`src/design/acem_pkg.sv`:
```
// Shared types and constants for the alpha choke/expand morphology block.
// Depends on nothing; the interface, top and divider files refer to it by scoped names.
package acem_pkg;

  // Bits per color or alpha channel.
  localparam int CHANNEL_BITS = 16;
  localparam int CHAN_MAX     = (1 << CHANNEL_BITS) - 1;

  // Default frame and radius limits.
  localparam int MAX_WIDTH_DEF  = 64;
  localparam int MAX_HEIGHT_DEF = 64;
  localparam int MAX_RADIUS_DEF = 8;

  // Configuration register map.
  localparam int CFG_IDX_W    = 2;
  localparam int CFG_DATA_W   = 13;
  localparam int RADIUS_W     = 13;
  localparam int DIM_W        = 7;
  localparam logic [CFG_IDX_W-1:0] REG_RADIUS = 2'd0;
  localparam logic [CFG_IDX_W-1:0] REG_WIDTH  = 2'd1;
  localparam logic [CFG_IDX_W-1:0] REG_HEIGHT = 2'd2;
  localparam logic [DIM_W-1:0]     DIM_RESET  = 7'd64;

  // Input action codes.
  localparam logic ACT_LOAD = 1'b0;
  localparam logic ACT_READ = 1'b1;

  // Divider widths: a product of two channels over one channel.
  localparam int DIV_NW = 2 * CHANNEL_BITS;
  localparam int DIV_DW = CHANNEL_BITS;

  // Request to the shared divider.
  typedef struct packed {
    logic              start;
    logic [DIV_NW-1:0] dividend;
    logic [DIV_DW-1:0] divisor;
  } div_req_t;

  // Answer from the shared divider.
  typedef struct packed {
    logic              done;
    logic [DIV_NW-1:0] quot;
    logic [DIV_DW-1:0] rem;
  } div_rsp_t;

  // One stored pixel.
  typedef struct packed {
    logic [CHANNEL_BITS-1:0] red;
    logic [CHANNEL_BITS-1:0] green;
    logic [CHANNEL_BITS-1:0] blue;
    logic [CHANNEL_BITS-1:0] alpha;
  } pixel_t;

endpackage

```
`src/design/acem_div.sv`:
```
// Shared restoring divider, one quotient bit per cycle.
// Depends on acem_pkg for the request and answer types.
module acem_div (
  input  logic               clk,
  input  logic               rst_n,
  input  acem_pkg::div_req_t req,
  output acem_pkg::div_rsp_t rsp
);

  localparam int NW = acem_pkg::DIV_NW;
  localparam int DW = acem_pkg::DIV_DW;
  localparam int CW = $clog2(NW + 1);

  logic [NW-1:0] quo_r, quo_nxt;
  logic [DW-1:0] rem_r, rem_nxt;
  logic [DW-1:0] dvs_r, dvs_nxt;
  logic [CW-1:0] cnt_r, cnt_nxt;
  logic          busy_r, busy_nxt;
  logic          done_r, done_nxt;
  logic [DW:0]   trial;

  // One shift-and-subtract step per cycle.
  always_comb begin
    quo_nxt  = quo_r;
    rem_nxt  = rem_r;
    dvs_nxt  = dvs_r;
    cnt_nxt  = cnt_r;
    busy_nxt = busy_r;
    done_nxt = 1'b0;
    trial    = {rem_r, quo_r[NW-1]};
    if (req.start) begin
      quo_nxt  = req.dividend;
      rem_nxt  = '0;
      dvs_nxt  = req.divisor;
      cnt_nxt  = CW'(NW);
      busy_nxt = 1'b1;
    end else if (busy_r) begin
      if (trial >= {1'b0, dvs_r}) begin
        rem_nxt = DW'(trial - {1'b0, dvs_r});
        quo_nxt = {quo_r[NW-2:0], 1'b1};
      end else begin
        rem_nxt = trial[DW-1:0];
        quo_nxt = {quo_r[NW-2:0], 1'b0};
      end
      cnt_nxt = cnt_r - 1'b1;
      if (cnt_r == CW'(1)) begin
        busy_nxt = 1'b0;
        done_nxt = 1'b1;
      end
    end
  end

  always_ff @(posedge clk) begin
    if (!rst_n) begin
      busy_r <= 1'b0;
      done_r <= 1'b0;
      cnt_r  <= '0;
    end else begin
      busy_r <= busy_nxt;
      done_r <= done_nxt;
      cnt_r  <= cnt_nxt;
    end
    quo_r <= quo_nxt;
    rem_r <= rem_nxt;
    dvs_r <= dvs_nxt;
  end

  assign rsp.done = done_r;
  assign rsp.quot = quo_r;
  assign rsp.rem  = rem_r;

endmodule

```
`config.mk`:
```
export PLATFORM = sky130hd
export DESIGN_NAME = acem_div
export DESIGN_NICKNAME = d
export VERILOG_FILES = /design/src/design/acem_pkg.sv /design/src/design/acem_div.sv
export SDC_FILE = /design/constraint.sdc
export NUM_CORES = 1
export LEC_CHECK = 0
export BUFFER_PORTS_ARGS = -buffer_cell sky130_fd_sc_hd__buf_2
export CAP_MARGIN = 0
export CORE_MARGIN = 5
export CORE_UTILIZATION = 53
export CTS_CLUSTER_DIAMETER = 100
export CTS_CLUSTER_SIZE = 24
export DETAILED_ROUTE_END_ITERATION = 8
export GPL_TIMING_DRIVEN = 0
export PLACE_DENSITY = 0.8
export SETUP_SLACK_MARGIN = 0.05
export SYNTH_ARGS = -nofsm -noshare
export SYNTH_HDL_FRONTEND = slang
export SYNTH_SLANG_ARGS = --single-unit
```
`constraint.sdc`:
```
create_clock -name clk -period 2.5 [get_ports clk]
set_input_delay 0.75 -clock clk [delete_from_list [all_inputs] [get_ports clk]]
set_output_delay 0.75 -clock clk [all_outputs]
set_load 0.05 [all_outputs]
```
Word-level counts from Yosys, hierarchy flattened
Cells that the tools add are included.
{"block": "totals", "ff_bits": 72, "inputBits": 51, "out_inout_bits": 49, "elab_cells": 26}
{"block": "classes", "addsub": 2, "order_cmp": 1, "n_eq_ne": 1, "n_mux": 10, "bitwise_logic": 2, "n_reduce_logical": 3}
{"operator": "$mux W32", "count": 2}
{"operator": "$ge A17 B16 Y1", "count": 1}
{"operator": "$mux W16", "count": 1}
{"operator": "$sub A16 B16 Y16", "count": 1}
{"operator": "$mux W6", "count": 2}
{"operator": "$eq A6 B1 Y1 const B", "count": 1}
{"operator": "$sub A6 B1 Y6 const B", "count": 1}
{"operator": "$mux W1", "count": 5}
{"operator": "$reduce_or A3 Y1", "count": 1}
{"operator": "$not A1 Y1", "count": 2}
{"operator": "$reduce_bool A2 Y1", "count": 1}
{"operator": "$reduce_or A2 Y1", "count": 1}

Logic depth before layout (Yosys ltp)
{"block": "logic_depth", "depth_word": 4, "mapped_depth": 10, "depth_no_buf": 9}

Least setup slack after synthesis
Ideal clock, no wire load.
{"block": "synth_path", "path_kind": "flip-flop to flip-flop", "start": "register quo_r[31]", "end": "register rem_r[12]", "setup_ns": 0.133, "arrival_ns": 2.238, "t_required_ns": 2.367, "slack_ns": 0.129, "stages_incl_launch_ff": 10, "path_buffers": 0, "period_less_slack_ns": 2.371, "cell_sequence": "edfxtp_1 -> inv_1 -> ha_1 -> fa_1 -> nand2b_1 -> a21oi_1 -> nand2_1 -> a31oi_1 -> xnor2_1 -> o221ai_1"}
{"block": "synth_between", "elab_chain_cells": 2, "elab_cells_between_ends": 3, "cone_classes": "1 x add/sub; 1 x order compare; 1 x mux"}
{"element": "start, declared", "line_no": "acem_div.sv:14", "text": "logic [NW-1:0] quo_r, quo_nxt;"}
{"element": "start signal, assigned", "line_no": "acem_div.sv:63", "text": "quo_r <= quo_nxt;"}
{"element": "$sub A16 B16 Y16 or $ge A17 B16 Y1 (tied branches)", "line_no": "acem_div.sv:39, acem_div.sv:38"}
{"element": "$mux W16 (*)", "line_no": "acem_div.sv:38", "text": "if (trial >= {1'b0, dvs_r}) begin"}
{"element": "end signal, assigned", "line_no": "acem_div.sv:64", "text": "rem_r <= rem_nxt;"}
{"element": "end, declared", "line_no": "acem_div.sv:15", "text": "logic [DW-1:0] rem_r, rem_nxt;"}
Every way passes the cells marked *; elsewhere a longest branch is shown, timed or not.
A chain may end at the register's enable or synchronous reset.

Worst setup path in the final report
{"block": "layout_path", "start": "input port req[48] (netlist bit)", "end": "register quo_r[0] (data pin)"}
{"block": "layout_between", "elab_chain_cells": 1}
{"element": "start, declared", "line_no": "acem_div.sv:6", "text": "input acem_pkg::div_req_t req,"}
{"element": "$mux W32", "line_no": "acem_div.sv:31", "text": "if (req.start) begin"}
{"element": "via quo_nxt[0]", "line_no": "acem_div.sv:14"}
The timed path passes the listed nets, and every way through them passes these cells.

==> reports/qor.yml <==
drtPass1Iterations: 5
maxCapViolations: 0
cts-root-buf: "clkbuf_8"
initial_utilization: 0.5400
relSlewSlack: 0.3829
holdBufCountCts: 0
hold_start: "rem_r[1]$_SDFFE_PP0P_"
overflow: 0
path_class: "in2reg"
place.gp.congestion: 0.9398
rsz0062_at_grt: "true"
reg2reg_slack_ns: 0.22
cts_tree: "yes"
syn_area_per_cell_um2: 11.17
p_per_area_nw_per_um2: 701.2
portBuffers: 99
async_flop_share: 0
vias: 3154
synth_seq_cells: 72
hold_path_class: "reg2reg"
grt.total_usage: 0.2262
grt_max_degree: 18
synth_edf_count: 48
period_share: 0.9212
viasPerCell: 5.612
cp_max_fo: 17
regToRegStartpoint: "dvs_r[8]$_DFFE_PP_"
sw_frac_of_total: 0.3287
post_cts_buffers: 0
ios: 100
finalPower_w: 0.003326
p_leak_nw: 2.010
fmax_mhz: 434.2
synth_common_cells: "edfxtp_1, mux2_2, nand2_1, nor2_1, dfxtp_1"
crit_arrival_ns: 2.40
drc: 0
path_clk_slew_ns: 0.08
end_kind: "flop"
ys_top_cells_by_area: "edfxtp_1, dfxtp_1, mux2_2"
drt_iter0_drc: 178
switching_power_w: 0.001093
drive_above_1_share: 0.3823
syn_inst: 347
synth_seq_area_share: 0.4960
ant_nets: 0
num_rows: 31
finalClockSkew_ns: 0.01055
yosysTopAreaCell: "edfxtp_1"
hold_violations: 0
hpwl_um: 7231
dieArea_um2: 9121
diodes: 0
ys.flop_type: "edfxtp_1"
placed_cell_area_um2: 4494
holdWs_ns: 0.5112
worstMarginPinSlew_ns: 0.9223
internal_power_w: 0.002233
clk_latency_ns: 0.36
critPathLaunch: "req[48]"
seqPwrFrac: 0.433
dp.cells: 545
area_delta_synth_final_pct: 22.41
htreeDepth: 3
die_w_um: 95.51
syn-num-nets: 417
critPathLaunchType: "input pin"
finalMaxSlewViolations: 0
design.core.area_um2: 7176
status: "finished clean"
synth_top_area_frac: 0.3720
die_y_um: 95.51
comb_power_share: 0.246
yosysUniqueCellTypes: 59
cp.required_ns: 2.59
finalSetupViolations: 0
grt_pass1_wl_um: 15500
yosys_warnings: 0
vdd_ir_drop_max_uv: 405.0
wl_um: 9769
grt_pass1_vias: 3241
syn_area_um2: 3875
fin_area_um2: 4743
numCtsBuffers: 9
layout.nets: 528
antenna_found_initial: 0
wl_per_cell_um: 17.38
cts.sinks: 72
stdcell_count: 562
yosysMostFrequentCell: "edfxtp_1"
clock_path_buffers: 2
pwr-share-clk: 0.320
layout_min_cycle_time_ns: 2.303
[worst paths after layout]
check,to,cells after the start
worst max-delay path,quo_r[0]$_DFFE_PP_,4
worst min-delay path,rem_r[2]$_SDFFE_PP0P_,2
worst max register to register,rem_r[9]$_SDFFE_PP0P_,8
worst min register to register,rem_r[2]$_SDFFE_PP0P_,2
[power by group through the flow]
stage | registers (W) | clock network (W) | logic (W)
after detailed placement | 0.00147 | 0 | 0.000808
after global routing | 0.00145 | 0.00113 | 0.000876
after CTS | 0.00144 | 0.00107 | 0.000813
after floorplan | 0.00170 | 0 | 0.000365
final | 0.00144 | 0.00107 | 0.000819
after global placement | 0.00146 | 0 | 0.000790
[layout make-up]
type	count	area [um2]
Fill cell	559	2432
Multi-Input combinational cell	238	1758
Timing Repair inverter	1	7.507
Tap cell	99	123.9
Timing Repair Buffer	99	495.5
Inverter	23	90.09
Clock inverter	7	101.3
Clock buffer	9	123.9
Sequential cell	72	1922
Buffer	14	121.4
[critical path, cell delays in order]
cell           delay (ns)
buf_2                0.36
buf_4                0.26
dlygate4sd3_1        0.86
o21ai_0              0.16
[registers in the layout, indices dropped and copies added, names as in the netlist]
register  cells
busy_r        1
cnt_r         6
done_r        1
dvs_r        16
quo_r        32
rem_r        16
[cell families after synthesis]
kind of cell / after synthesis / share of synthesized area
adders and majority gates: 19 / 0.06329
AOI/OAI and AO/OA: 73 / 0.1395
and+or+nand+nor: 103 / 0.1304
buffers and inverters: 37 / 0.05360
DFF: 72 / 0.4960
muxes: 31 / 0.09009
xor gates and xnor gates: 12 / 0.02712
[placed cells by master, fill, tap and decap left out, types with 5 or more instances in the layout]
master	n
dfxtp_1	24
xnor2_1	8
nand2_1	31
a31oi_1	7
nor3_1	5
nor2_1	26
a311oi_1	5
o21ai_0	8
buf_2	100
clkbuf_8	9
mux2_2	31
nand3_1	12
nor2b_1	5
inv_1	21
edfxtp_1	48
a21oi_1	12
a21o_1	5
ha_1	18
[per-layer routing]
| layer | vias to the layer above | global-route usage | wire, um |
|---|---|---|---|
| li1 | 1512 | - | - |
| met1 | 1489 | 0.2654 | 3950 |
| met2 | 134 | 0.3767 | 4673 |
| met3 | 19 | 0.07261 | 937 |
| met4 | 0 | 0.1043 | 208 |
| met5 | - | 0 | 0 |
[stage by stage]
step,utilization,setup WS (ns),setup TNS [ns]
after floorplan,-,0.1294,0
after global placement,0.6263,-0.3940,-12.79
after detailed placement,0.6263,-0.4719,-15.56
after CTS,0.6596,0.1535,0
after global routing,0.6610,0.01270,0
final,0.6610,0.1969,0
[timing repair]
item	CTS	global route
setup endpoints to repair	32	2
gates resized for setup	3	2
pin swaps	0	1
cloned	1	0
(Power assumes the default switching activity.)
